`src/lpac_pkg.sv`:
```
// Shared types and constants for the layer priority alpha compositor.
`default_nettype none

package lpac_pkg;

  // Field widths.
  localparam int COORD_W    = 8;
  localparam int PIX_W      = 16;
  localparam int COLOR_W    = 15;
  localparam int CH_W       = 5;
  localparam int FACTOR_W   = 5;
  localparam int PROD_W     = 2 * CH_W;
  localparam int CFG_IDX_W  = 3;
  localparam int CFG_DATA_W = 32;
  localparam int NUM_BG     = 4;

  // Blend arithmetic constants.
  localparam logic [FACTOR_W-1:0] FACTOR_MAX = 5'd16;
  localparam logic [CH_W-1:0]     CH_MAX     = 5'h1F;
  localparam logic [COLOR_W-1:0]  COLOR_WHITE = 15'h7FFF;
  localparam logic [COLOR_W-1:0]  COLOR_BLACK = 15'h0000;

  // Layer codes as used by the bottom target bits.
  localparam logic [2:0] LAYER_OBJ = 3'd4;
  localparam logic [2:0] LAYER_BD  = 3'd5;

  // Configuration register indexes.
  typedef enum logic [CFG_IDX_W-1:0] {
    CFG_LAYER_ENABLES  = 3'd0,
    CFG_BLEND_CONTROL  = 3'd1,
    CFG_BLEND_FACTORS  = 3'd2,
    CFG_WINDOW0_BOUNDS = 3'd3,
    CFG_WINDOW1_BOUNDS = 3'd4,
    CFG_WIN_FX_ENABLES = 3'd5,
    CFG_BG_PRIORITY    = 3'd6,
    CFG_BACKDROP_COLOR = 3'd7
  } cfg_index_t;

  // Color effect modes, also used as the resolved operation of a pixel.
  typedef enum logic [1:0] {
    MODE_OFF   = 2'd0,
    MODE_ALPHA = 2'd1,
    MODE_WHITE = 2'd2,
    MODE_BLACK = 2'd3
  } blend_mode_t;

  // Running state of the layer walk: last drawn color and layer, and the
  // operands of the color that would be shown so far.
  typedef struct packed {
    logic [COLOR_W-1:0] last;
    logic [2:0]         last_layer;
    logic [COLOR_W-1:0] upper;
    logic [COLOR_W-1:0] lower;
    blend_mode_t        op;
  } comp_state_t;

endpackage

`default_nettype wire

```
`src/lpac_if.sv`:
```
// Valid/ready channel interfaces for compositor pixel and color beats.
`default_nettype none

interface lpac_in_if;
  import lpac_pkg::*;

  logic               valid;
  logic               ready;
  logic [COORD_W-1:0] pixel_x;
  logic [COORD_W-1:0] line_y;
  logic [PIX_W-1:0]   bg0_pixel;
  logic [PIX_W-1:0]   bg1_pixel;
  logic [PIX_W-1:0]   bg2_pixel;
  logic [PIX_W-1:0]   bg3_pixel;
  logic [PIX_W-1:0]   sprite_pixel;
  logic [1:0]         sprite_priority;
  logic               sprite_semi_transparent;
  logic               in_object_window;

  modport source (
    output valid, pixel_x, line_y, bg0_pixel, bg1_pixel, bg2_pixel, bg3_pixel,
           sprite_pixel, sprite_priority, sprite_semi_transparent, in_object_window,
    input  ready
  );

  modport sink (
    input  valid, pixel_x, line_y, bg0_pixel, bg1_pixel, bg2_pixel, bg3_pixel,
           sprite_pixel, sprite_priority, sprite_semi_transparent, in_object_window,
    output ready
  );
endinterface

interface lpac_out_if;
  import lpac_pkg::*;

  logic               valid;
  logic               ready;
  logic [COLOR_W-1:0] final_color;

  modport source (output valid, final_color, input ready);
  modport sink (input valid, final_color, output ready);
endinterface

`default_nettype wire

```
`src/layer_priority_alpha_compositor_top.sv`:
```
// Top level of the layer priority alpha compositor pipeline.
//
// Usage: each input beat on in_ch carries one screen pixel: its coordinates,
// four background pixels and one sprite pixel (bit 15 marks transparency),
// the sprite priority, semi-transparency and object window flags. Each beat
// yields exactly one beat on out_ch with the composited 15-bit color.
// Registers are written through cfg_we/cfg_index/cfg_data while no pixel is
// in flight; a write takes effect at the clock edge where cfg_we is high.
// Stages from input beat to output beat: decode and windows, two layer-walk
// stages of two priority slots each, one stage of channel multiplies, and
// the sum/saturate output register. Throughput is one pixel per cycle while
// out_ch.ready stays high; the per-stage valid bits and the ready chain set
// that figure. When out_ch.ready is low, stages fill up behind the output
// register and in_ch.ready drops only once every stage holds a pixel; nothing
// is lost or repeated. Synchronous reset clears the configuration registers to
// zero and clears every stage valid bit, which empties the pipeline.
`default_nettype none

module layer_priority_alpha_compositor_top (
  input  wire logic                            clk,
  input  wire logic                            rst_n,
  lpac_in_if.sink                              in_ch,
  lpac_out_if.source                           out_ch,
  input  wire logic                            cfg_we,
  input  wire logic [lpac_pkg::CFG_IDX_W-1:0]  cfg_index,
  input  wire logic [lpac_pkg::CFG_DATA_W-1:0] cfg_data
);
  import lpac_pkg::*;

  // Configuration registers.
  logic [6:0]         layer_enables_r;
  logic [13:0]        blend_control_r;
  logic [14:0]        blend_factors_r;
  logic [31:0]        window0_bounds_r;
  logic [31:0]        window1_bounds_r;
  logic [3:0]         win_fx_enables_r;
  logic [7:0]         bg_priority_r;
  logic [COLOR_W-1:0] backdrop_color_r;

  // Pipeline registers.
  logic               s1_v_r, s2_v_r, s3_v_r, s4_v_r, out_v_r;
  logic               s1_adv, s2_adv, s3_adv, s4_adv, out_adv;

  logic [1:0]         s1_id_r [NUM_BG];
  logic [PIX_W-1:0]   s1_pix_r [NUM_BG];
  logic [PIX_W-1:0]   s1_spr_r;
  logic [1:0]         s1_spr_prio_r;
  logic               s1_spr_alpha_r;
  logic               s1_win_fx_r;

  comp_state_t        s2_st_r;
  logic [1:0]         s2_id_r [2];
  logic [PIX_W-1:0]   s2_pix_r [2];
  logic [PIX_W-1:0]   s2_spr_r;
  logic [1:0]         s2_spr_prio_r;
  logic               s2_spr_alpha_r;
  logic               s2_win_fx_r;

  logic [COLOR_W-1:0]  s3_lower_r, s3_upper_r;
  logic [FACTOR_W-1:0] s3_fl_r, s3_fu_r;

  logic [PROD_W-1:0]  s4_lo_r [3];
  logic [PROD_W-1:0]  s4_up_r [3];

  logic [COLOR_W-1:0] out_color_r;

  // Combinational signals.
  logic [PIX_W-1:0]   bg_pix [NUM_BG];
  logic [1:0]         prio [NUM_BG];
  logic [1:0]         rank [NUM_BG];
  logic [1:0]         slot_id [NUM_BG];
  logic               w0_in, w1_in, w0_disp, w1_disp, obj_disp;
  logic               win_fx;
  comp_state_t        st_init, st_a, st_b, st_c, st_d;
  logic [FACTOR_W-1:0] ea, eb, ey;
  logic [COLOR_W-1:0]  lower_sel, upper_sel;
  logic [FACTOR_W-1:0] fl_sel, fu_sel;
  logic [COLOR_W-1:0]  color_nxt;

  // Inclusive rectangle test; an inverted rectangle contains nothing.
  function automatic logic win_inside(logic [31:0] bounds, logic [COORD_W-1:0] x,
                                      logic [COORD_W-1:0] y);
    return (x >= bounds[7:0]) && (x <= bounds[15:8]) &&
           (y >= bounds[23:16]) && (y <= bounds[31:24]);
  endfunction

  function automatic logic [FACTOR_W-1:0] clamp16(logic [FACTOR_W-1:0] f);
    return (f >= FACTOR_MAX) ? FACTOR_MAX : f;
  endfunction

  // One priority slot of the layer walk: its background, then the sprite if
  // the sprite priority matches the slot.
  function automatic comp_state_t slot_step(
    comp_state_t st, logic [1:0] slot, logic [1:0] bg, logic [PIX_W-1:0] pix,
    logic [PIX_W-1:0] spr, logic [1:0] spr_prio, logic spr_alpha, logic wfx,
    logic [6:0] le, logic [13:0] bc);
    comp_state_t nx;
    blend_mode_t mode;
    logic [5:0]  bottom;
    logic [3:0]  bg_en, top_tgt;
    logic        below, top, single, do_blend, obj_blend, drawn;
    nx        = st;
    mode      = blend_mode_t'(bc[13:12]);
    bottom    = bc[11:6];
    bg_en     = le[3:0];
    top_tgt   = bc[3:0];
    below     = bottom[st.last_layer];
    top       = top_tgt[bg];
    single    = (mode == MODE_WHITE) || (mode == MODE_BLACK);
    do_blend  = wfx && top && (((mode == MODE_ALPHA) && below) || single);
    obj_blend = spr_alpha && (below || single);
    drawn     = bg_en[bg] && !pix[PIX_W-1];
    if (drawn) begin
      nx.upper      = pix[COLOR_W-1:0];
      nx.lower      = st.last;
      nx.op         = do_blend ? mode : MODE_OFF;
      nx.last       = pix[COLOR_W-1:0];
      nx.last_layer = {1'b0, bg};
    end
    // The sprite test uses the layer beneath at the start of the slot.
    if ((spr_prio == slot) && !spr[PIX_W-1]) begin
      nx.upper      = spr[COLOR_W-1:0];
      nx.lower      = nx.last;
      nx.op         = obj_blend ? (below ? MODE_ALPHA : mode) : MODE_OFF;
      nx.last       = spr[COLOR_W-1:0];
      nx.last_layer = LAYER_OBJ;
    end
    return nx;
  endfunction

  // Configuration writes.
  always_ff @(posedge clk) begin
    if (!rst_n) begin
      layer_enables_r  <= '0;
      blend_control_r  <= '0;
      blend_factors_r  <= '0;
      window0_bounds_r <= '0;
      window1_bounds_r <= '0;
      win_fx_enables_r <= '0;
      bg_priority_r    <= '0;
      backdrop_color_r <= '0;
    end else if (cfg_we) begin
      unique case (cfg_index)
        CFG_LAYER_ENABLES:  layer_enables_r  <= cfg_data[6:0];
        CFG_BLEND_CONTROL:  blend_control_r  <= cfg_data[13:0];
        CFG_BLEND_FACTORS:  blend_factors_r  <= cfg_data[14:0];
        CFG_WINDOW0_BOUNDS: window0_bounds_r <= cfg_data;
        CFG_WINDOW1_BOUNDS: window1_bounds_r <= cfg_data;
        CFG_WIN_FX_ENABLES: win_fx_enables_r <= cfg_data[3:0];
        CFG_BG_PRIORITY:    bg_priority_r    <= cfg_data[7:0];
        CFG_BACKDROP_COLOR: backdrop_color_r <= cfg_data[COLOR_W-1:0];
        default: ;
      endcase
    end
  end

  // Ready chain: a stage moves when it is empty or its successor moves.
  assign out_adv     = !out_v_r || out_ch.ready;
  assign s4_adv      = !s4_v_r || out_adv;
  assign s3_adv      = !s3_v_r || s4_adv;
  assign s2_adv      = !s2_v_r || s3_adv;
  assign s1_adv      = !s1_v_r || s2_adv;
  assign in_ch.ready = s1_adv;

  always_ff @(posedge clk) begin
    if (!rst_n) begin
      s1_v_r  <= 1'b0;
      s2_v_r  <= 1'b0;
      s3_v_r  <= 1'b0;
      s4_v_r  <= 1'b0;
      out_v_r <= 1'b0;
    end else begin
      if (s1_adv)  s1_v_r  <= in_ch.valid;
      if (s2_adv)  s2_v_r  <= s1_v_r;
      if (s3_adv)  s3_v_r  <= s2_v_r;
      if (s4_adv)  s4_v_r  <= s3_v_r;
      if (out_adv) out_v_r <= s4_v_r;
    end
  end

  // Stage 1: stable priority sort of the backgrounds and window selection.
  assign bg_pix[0] = in_ch.bg0_pixel;
  assign bg_pix[1] = in_ch.bg1_pixel;
  assign bg_pix[2] = in_ch.bg2_pixel;
  assign bg_pix[3] = in_ch.bg3_pixel;

  always_comb begin
    for (int b = 0; b < NUM_BG; b++) begin
      prio[b] = bg_priority_r[2*b +: 2];
    end
    for (int b = 0; b < NUM_BG; b++) begin
      rank[b] = 2'd0;
      for (int j = 0; j < NUM_BG; j++) begin
        if ((prio[j] < prio[b]) || ((prio[j] == prio[b]) && (j < b))) begin
          rank[b] = rank[b] + 2'd1;
        end
      end
    end
    for (int s = 0; s < NUM_BG; s++) begin
      slot_id[s] = 2'd0;
      for (int b = 0; b < NUM_BG; b++) begin
        if (rank[b] == 2'(s)) slot_id[s] = 2'(b);
      end
    end
  end

  always_comb begin
    w0_in    = win_inside(window0_bounds_r, in_ch.pixel_x, in_ch.line_y);
    w1_in    = win_inside(window1_bounds_r, in_ch.pixel_x, in_ch.line_y);
    w0_disp  = layer_enables_r[4];
    w1_disp  = layer_enables_r[5];
    obj_disp = layer_enables_r[6];
    win_fx   = 1'b1;
    if (w0_in && w0_disp) begin
      win_fx = win_fx_enables_r[0];
    end else if (w1_in && w1_disp) begin
      win_fx = win_fx_enables_r[1];
    end else if (in_ch.in_object_window && obj_disp) begin
      win_fx = win_fx_enables_r[2];
    end else if (!(w0_in || w1_in) && (w0_disp || w1_disp)) begin
      win_fx = win_fx_enables_r[3];
    end
  end

  always_ff @(posedge clk) begin
    if (s1_adv) begin
      for (int s = 0; s < NUM_BG; s++) begin
        s1_id_r[s]  <= slot_id[s];
        s1_pix_r[s] <= bg_pix[slot_id[s]];
      end
      s1_spr_r       <= in_ch.sprite_pixel;
      s1_spr_prio_r  <= in_ch.sprite_priority;
      s1_spr_alpha_r <= in_ch.sprite_semi_transparent;
      s1_win_fx_r    <= win_fx;
    end
  end

  // Stage 2: walk slots 3 and 2 on top of the backdrop.
  always_comb begin
    st_init.last       = backdrop_color_r;
    st_init.last_layer = LAYER_BD;
    st_init.upper      = backdrop_color_r;
    st_init.lower      = COLOR_BLACK;
    st_init.op         = MODE_OFF;
    st_a = slot_step(st_init, 2'd3, s1_id_r[3], s1_pix_r[3], s1_spr_r, s1_spr_prio_r,
                     s1_spr_alpha_r, s1_win_fx_r, layer_enables_r, blend_control_r);
    st_b = slot_step(st_a, 2'd2, s1_id_r[2], s1_pix_r[2], s1_spr_r, s1_spr_prio_r,
                     s1_spr_alpha_r, s1_win_fx_r, layer_enables_r, blend_control_r);
  end

  always_ff @(posedge clk) begin
    if (s2_adv) begin
      s2_st_r        <= st_b;
      s2_id_r[0]     <= s1_id_r[0];
      s2_id_r[1]     <= s1_id_r[1];
      s2_pix_r[0]    <= s1_pix_r[0];
      s2_pix_r[1]    <= s1_pix_r[1];
      s2_spr_r       <= s1_spr_r;
      s2_spr_prio_r  <= s1_spr_prio_r;
      s2_spr_alpha_r <= s1_spr_alpha_r;
      s2_win_fx_r    <= s1_win_fx_r;
    end
  end

  // Stage 3: walk slots 1 and 0, then pick mix operands and factors.
  always_comb begin
    st_c = slot_step(s2_st_r, 2'd1, s2_id_r[1], s2_pix_r[1], s2_spr_r, s2_spr_prio_r,
                     s2_spr_alpha_r, s2_win_fx_r, layer_enables_r, blend_control_r);
    st_d = slot_step(st_c, 2'd0, s2_id_r[0], s2_pix_r[0], s2_spr_r, s2_spr_prio_r,
                     s2_spr_alpha_r, s2_win_fx_r, layer_enables_r, blend_control_r);
    ea = clamp16(blend_factors_r[4:0]);
    eb = clamp16(blend_factors_r[9:5]);
    ey = clamp16(blend_factors_r[14:10]);
    upper_sel = st_d.upper;
    // No effect is a mix with unit weight on the upper color.
    case (st_d.op)
      MODE_ALPHA: begin
        lower_sel = st_d.lower;
        fl_sel    = eb;
        fu_sel    = ea;
      end
      MODE_WHITE: begin
        lower_sel = COLOR_WHITE;
        fl_sel    = ey;
        fu_sel    = FACTOR_MAX - ey;
      end
      MODE_BLACK: begin
        lower_sel = COLOR_BLACK;
        fl_sel    = ey;
        fu_sel    = FACTOR_MAX - ey;
      end
      default: begin
        lower_sel = COLOR_BLACK;
        fl_sel    = '0;
        fu_sel    = FACTOR_MAX;
      end
    endcase
  end

  always_ff @(posedge clk) begin
    if (s3_adv) begin
      s3_lower_r <= lower_sel;
      s3_upper_r <= upper_sel;
      s3_fl_r    <= fl_sel;
      s3_fu_r    <= fu_sel;
    end
  end

  // Stage 4: per-channel weight multiplies.
  always_ff @(posedge clk) begin
    if (s4_adv) begin
      for (int c = 0; c < 3; c++) begin
        s4_lo_r[c] <= {{(PROD_W-CH_W){1'b0}}, s3_lower_r[c*CH_W +: CH_W]} *
                      {{(PROD_W-FACTOR_W){1'b0}}, s3_fl_r};
        s4_up_r[c] <= {{(PROD_W-CH_W){1'b0}}, s3_upper_r[c*CH_W +: CH_W]} *
                      {{(PROD_W-FACTOR_W){1'b0}}, s3_fu_r};
      end
    end
  end

  // Stage 5: sum, scale down by 16 and saturate each channel.
  always_comb begin
    logic [PROD_W:0]   sum;
    logic [PROD_W-4:0] scaled;
    color_nxt = '0;
    for (int c = 0; c < 3; c++) begin
      sum    = {1'b0, s4_lo_r[c]} + {1'b0, s4_up_r[c]};
      scaled = sum[PROD_W:4];
      color_nxt[c*CH_W +: CH_W] = (scaled > {2'b00, CH_MAX}) ? CH_MAX : scaled[CH_W-1:0];
    end
  end

  always_ff @(posedge clk) begin
    if (out_adv) begin
      out_color_r <= color_nxt;
    end
  end

  assign out_ch.valid       = out_v_r;
  assign out_ch.final_color = out_color_r;

  // Input is held off only when every stage is full behind a stalled output.
  a_stall_only_when_full: assert property (@(posedge clk) disable iff (!rst_n)
    !in_ch.ready |-> (out_v_r && !out_ch.ready && s1_v_r && s2_v_r && s3_v_r && s4_v_r))
    else $error("input held off while the pipeline has room");

  // An accepted beat always lands in the first stage.
  a_accept_loads_s1: assert property (@(posedge clk) disable iff (!rst_n)
    (in_ch.valid && in_ch.ready) |=> s1_v_r)
    else $error("accepted beat did not enter stage 1");

  // Mix weights stay within the clamped range and sum to at most twice unity.
  a_factor_range: assert property (@(posedge clk) disable iff (!rst_n)
    s3_v_r |-> ((s3_fl_r <= FACTOR_MAX) && (s3_fu_r <= FACTOR_MAX)))
    else $error("blend factor above 16");

  // A new output beat only appears from a filled multiply stage.
  a_out_from_s4: assert property (@(posedge clk) disable iff (!rst_n)
    $rose(out_v_r) |-> $past(s4_v_r))
    else $error("output valid without a pixel in the multiply stage");

endmodule

`default_nettype wire

```
`src/flat_wrapper.sv`:
```
// flat-port wrapper written by rule: the top's interface ports become plain ports
module layer_priority_alpha_compositor_top_flat import lpac_pkg::*;
  (clk, rst_n, cfg_we, cfg_index, cfg_data, in_ch_valid, in_ch_pixel_x, in_ch_line_y, in_ch_bg0_pixel, in_ch_bg1_pixel, in_ch_bg2_pixel, in_ch_bg3_pixel, in_ch_sprite_pixel, in_ch_sprite_priority, in_ch_sprite_semi_transparent, in_ch_in_object_window, in_ch_ready, out_ch_valid, out_ch_final_color, out_ch_ready);
  lpac_in_if in_ch_i ();
  lpac_out_if out_ch_i ();
  input  wire logic clk;
  input  wire logic rst_n;
  input  wire logic cfg_we;
  input  wire logic [lpac_pkg::CFG_IDX_W-1:0] cfg_index;
  input  wire logic [lpac_pkg::CFG_DATA_W-1:0] cfg_data;
  input wire logic [$bits(in_ch_i.valid)-1:0] in_ch_valid;
  input wire logic [$bits(in_ch_i.pixel_x)-1:0] in_ch_pixel_x;
  input wire logic [$bits(in_ch_i.line_y)-1:0] in_ch_line_y;
  input wire logic [$bits(in_ch_i.bg0_pixel)-1:0] in_ch_bg0_pixel;
  input wire logic [$bits(in_ch_i.bg1_pixel)-1:0] in_ch_bg1_pixel;
  input wire logic [$bits(in_ch_i.bg2_pixel)-1:0] in_ch_bg2_pixel;
  input wire logic [$bits(in_ch_i.bg3_pixel)-1:0] in_ch_bg3_pixel;
  input wire logic [$bits(in_ch_i.sprite_pixel)-1:0] in_ch_sprite_pixel;
  input wire logic [$bits(in_ch_i.sprite_priority)-1:0] in_ch_sprite_priority;
  input wire logic [$bits(in_ch_i.sprite_semi_transparent)-1:0] in_ch_sprite_semi_transparent;
  input wire logic [$bits(in_ch_i.in_object_window)-1:0] in_ch_in_object_window;
  output wire logic [$bits(in_ch_i.ready)-1:0] in_ch_ready;
  output wire logic [$bits(out_ch_i.valid)-1:0] out_ch_valid;
  output wire logic [$bits(out_ch_i.final_color)-1:0] out_ch_final_color;
  input wire logic [$bits(out_ch_i.ready)-1:0] out_ch_ready;
  assign in_ch_i.valid = in_ch_valid;
  assign in_ch_i.pixel_x = in_ch_pixel_x;
  assign in_ch_i.line_y = in_ch_line_y;
  assign in_ch_i.bg0_pixel = in_ch_bg0_pixel;
  assign in_ch_i.bg1_pixel = in_ch_bg1_pixel;
  assign in_ch_i.bg2_pixel = in_ch_bg2_pixel;
  assign in_ch_i.bg3_pixel = in_ch_bg3_pixel;
  assign in_ch_i.sprite_pixel = in_ch_sprite_pixel;
  assign in_ch_i.sprite_priority = in_ch_sprite_priority;
  assign in_ch_i.sprite_semi_transparent = in_ch_sprite_semi_transparent;
  assign in_ch_i.in_object_window = in_ch_in_object_window;
  assign in_ch_ready = in_ch_i.ready;
  assign out_ch_valid = out_ch_i.valid;
  assign out_ch_final_color = out_ch_i.final_color;
  assign out_ch_i.ready = out_ch_ready;
  layer_priority_alpha_compositor_top u_core (.clk(clk), .rst_n(rst_n), .in_ch(in_ch_i), .out_ch(out_ch_i), .cfg_we(cfg_we), .cfg_index(cfg_index), .cfg_data(cfg_data));
endmodule
```
`config.mk`:
```
export PLATFORM = sky130hd
export DESIGN_NAME = layer_priority_alpha_compositor_top_flat
export DESIGN_NICKNAME = d
export VERILOG_FILES = /design/src/lpac_pkg.sv /design/src/lpac_if.sv /design/src/layer_priority_alpha_compositor_top.sv /design/src/flat_wrapper.sv
export SDC_FILE = /design/constraint.sdc
export NUM_CORES = 1
export LEC_CHECK = 0
export BUFFER_PORTS_ARGS = -buffer_cell sky130_fd_sc_hd__buf_4
export CAP_MARGIN = 20
export CORE_MARGIN = 3
export CORE_UTILIZATION = 50
export DETAILED_ROUTE_END_ITERATION = 16
export GPL_ROUTABILITY_DRIVEN = 0
export GPL_TIMING_DRIVEN = 0
export PLACE_DENSITY = 0.68
export SLEW_MARGIN = 30
export SYNTH_ARGS = -nofsm -noshare
export SYNTH_HDL_FRONTEND = slang
export SYNTH_SLANG_ARGS = --single-unit
```
`constraint.sdc`:
```
create_clock -name clk -period 6.3 [get_ports clk]
set_input_delay 1.26 -clock clk [delete_from_list [all_inputs] [get_ports clk]]
set_output_delay 1.26 -clock clk [all_outputs]
set_load 0.005 [all_outputs]
```
==> metrics.yaml <==
grt_first_pass_wirelength_um: 105000
synth.net_count: 2965
dpl_cell_area_um2: 28500
ys.warnings.count: 0
syn_inst: 2549
route.detailed.drc: 0
finClkSkew_ps: 19.0
critPathCaptureType: "output pin"
placeableCoreArea_um2: 51800
worst_case_clock_buffer_depth: 3
timing.setup.critical_path_class: "primary input to output pin"
use_met2_pct: 40.3
drtAntennaViolNets: 0
fin_nets: 3169
mappedNetlistArea_um2: 26400
cp-start-kind: "primary input"
final.hold.worst_slack_ps: 413
grt.busiest_layer: "met2"
number_of_antenna_violations_at_the_first_check_in_global_routing: 0
worst_slew_pin_slew_ps: 856
grt_start_max_net_pins: 49
critical_path.max_fanout: 48
cts_tree: "done"
design.die.area_um2: 55600
synthArstFlopShare_pct: 0
drv.max_cap_violation_count: 0
via_count: 19456
initial_core_utilization_pct: 51.0
timing_hold_violations_final: 0
hp-start: "u_core.s1_pix_r[1][1]"
placement.io_buffers: 149
use_met3_pct: 2.72
drt_first_iter_violations: 1257
vias_in_the_first_global_route: 19992
clk_pin_slew_ps: 60
via_per_instance_ratio: 5.61
outcome: "complete, no violations"
detail_route.wl_per_cell_um: 18.9
area_growth_syn_to_layout_pct: 14.0
number_of_synthesized_flops_with_an_enable_pin: 298
setup_repair_after_global_routing_missed_its_margin: "no"
timing.slew.headroom_pct: 42.8
worstPathRequired_ps: 5040
htree_levels: 2
postCtsSetupRepairBufs: 0
cts.repair.resized: 0
drv_slew: 0
tritoncts.num_buffers: 48
peakVddDrop_v: 0.000205
crit_start: "out_ch_ready"
number_of_sinks_driven_by_the_clock_tree: 428
post_synth.cell_area_avg_um2: 10.4
grt_remaining_overflow: 0
power_per_cell_area_nw_per_um2: 257
insertion_delay_ps: 590
die_height_um: 236
finalWorstPathRequiredPeriod_ps: 4370
post-route-cell-area_um2: 30100
regToRegSetupSlack_ps: 2030
grt_usage_pct: 23.3
grtUsageMet1_pct: 29.9
std_cell_rows: 83
period_share_pct: 69.3
min_path_type: "flip-flop to flip-flop"
boundaryPins: 157
layout_cell_share_with_drive_strength_beyond_1_pct: 11.0
final_setup_viols: 0
antenna_diode_count: 0
r2r_start: "u_core.s3_fu_r[3]"
hpwl_um: 51300
fp.dieW_um: 236
synth.ff_latch_count: 428
cts_root_buffer: "clkbuf_16"
synth.yosys.seq_area_share_pct: 43.7
synthDistinctLibCells: 80
postRouteWirelength_um: 65700
critPathArrivalTime_ps: 3110
firstDrtPassIters: 5
max_freq_mhz: 229
synth_ff_type: "edfxtp_1"
postCtsHoldBufs: 0
p_leak_nw: 12.9
placed cells by master (no fill, tap or decap), drive strengths merged, types with 8 or more instances in the layout:
master and count:
a31oi 16, a21boi 123, and2 90, o21ai 94, nand4 10, a211oi 8, o221ai 20, a22oi 10
or3 8, a21o 20, nand2 429, ha 222, nor3 29, edfxtp 298, xnor2 37, xor2 16
clkinv 15, dfxtp 130, buf 188, inv 178, clkbuf 145, nor2b 36, o22ai 33, nor2 88
fa 54, a221o 15, mux4 9, nand2b 10, mux2i 215, nand3 25, o21bai 15, a21oi 103
a221oi 15, o21a 14, o211ai 20
worst max-delay path: stages:
cell	delay [ps]
buf_4	110
nor2b_1	370
and3_1	430
nand3_4	220
buf_16	240
buf_12	230
buf_4	170
routing by layer:
layer	wire (um)	vias up
met5	0	-
met4	2410	0
met3	3060	148
met2	32000	552
met1	28200	9273
li1	-	9483
report_power, final:
group          total, W  internal [W]  switching, W
registers       0.00363       0.00341      0.000225
clock network   0.00281       0.00165       0.00116
logic           0.00130      0.000567      0.000729
total           0.00773       0.00562       0.00211
cells in the mapped netlist (54+ instances only):
cell      instances  area [um2]
nand2_1         428        1610
edfxtp_1        298        8950
ha_1            222        2780
mux2i_1         215        2150
inv_1           176         661
dfxtp_1         130        2600
a21boi_0        122         916
a21oi_1         102         510
and2_1           90         563
nor2_1           86         323
clkbuf_1         85         319
o21ai_0          60         300
fa_1             54        1080
layout make-up:
cell class,count,area [um2]
plain buffers,120,549
fillers,4387,21700
clock buffers,60,1360
repair buffers,154,1230
clock inverters,26,231
multi-input cells,1825,13700
well taps,680,851
inverters,176,661
flip-flops and latches,428,11600
worst paths after layout:
kind | cells past startpoint | end
setup reg to reg | 12 | u_core.s4_up_r[0][19]
setup / recovery | 7 | in_ch_ready
hold reg to reg | 0 | u_core.s2_pix_r[0][17]
hold / removal | 0 | u_core.s2_pix_r[0][17]
flip-flops by register name, indices dropped and copies added (netlist names), 16 cells and up:
name,count
u_core.s4_up_r,30
u_core.s4_lo_r,30
u_core.window1_bounds_r,32
u_core.s1_spr_r,16
u_core.s1_pix_r,64
u_core.s2_pix_r,32
u_core.s2_spr_r,16
u_core.window0_bounds_r,32
u_core.s2_st_r,35
per-stage QoR:
stage / setup TNS [ps] / total power [W] / worst slack, ps / utilization [%] / instances
2_1_floorplan: 0 / 0.00446 / 1190 / - / 2549
3_3_place_gp: -52830 / 0.00492 / -1420 / 54.8 / 3378
3_5_place_dp: 0 / 0.00496 / 1920 / 55.0 / 3383
4_1_cts: 0 / 0.00778 / 1900 / 58.1 / 3469
5_1_grt: 0 / 0.00805 / 1800 / 58.1 / 3469
6_report: 0 / 0.00773 / 1930 / 58.1 / 3469
kinds of logic after synthesis:
family,count (synthesis),synth area share [%]
adder cells (fa/ha/maj),276,14.6
XOR/XNOR,53,1.86
buffers and inverters,296,4.58
multiplexers,226,9.03
AND/OR/NAND/NOR,743,12.6
flip-flops,428,43.7
AO/OA/AOI/OAI,527,13.5
No activity file was read; power rests on OpenSTA's default activity.
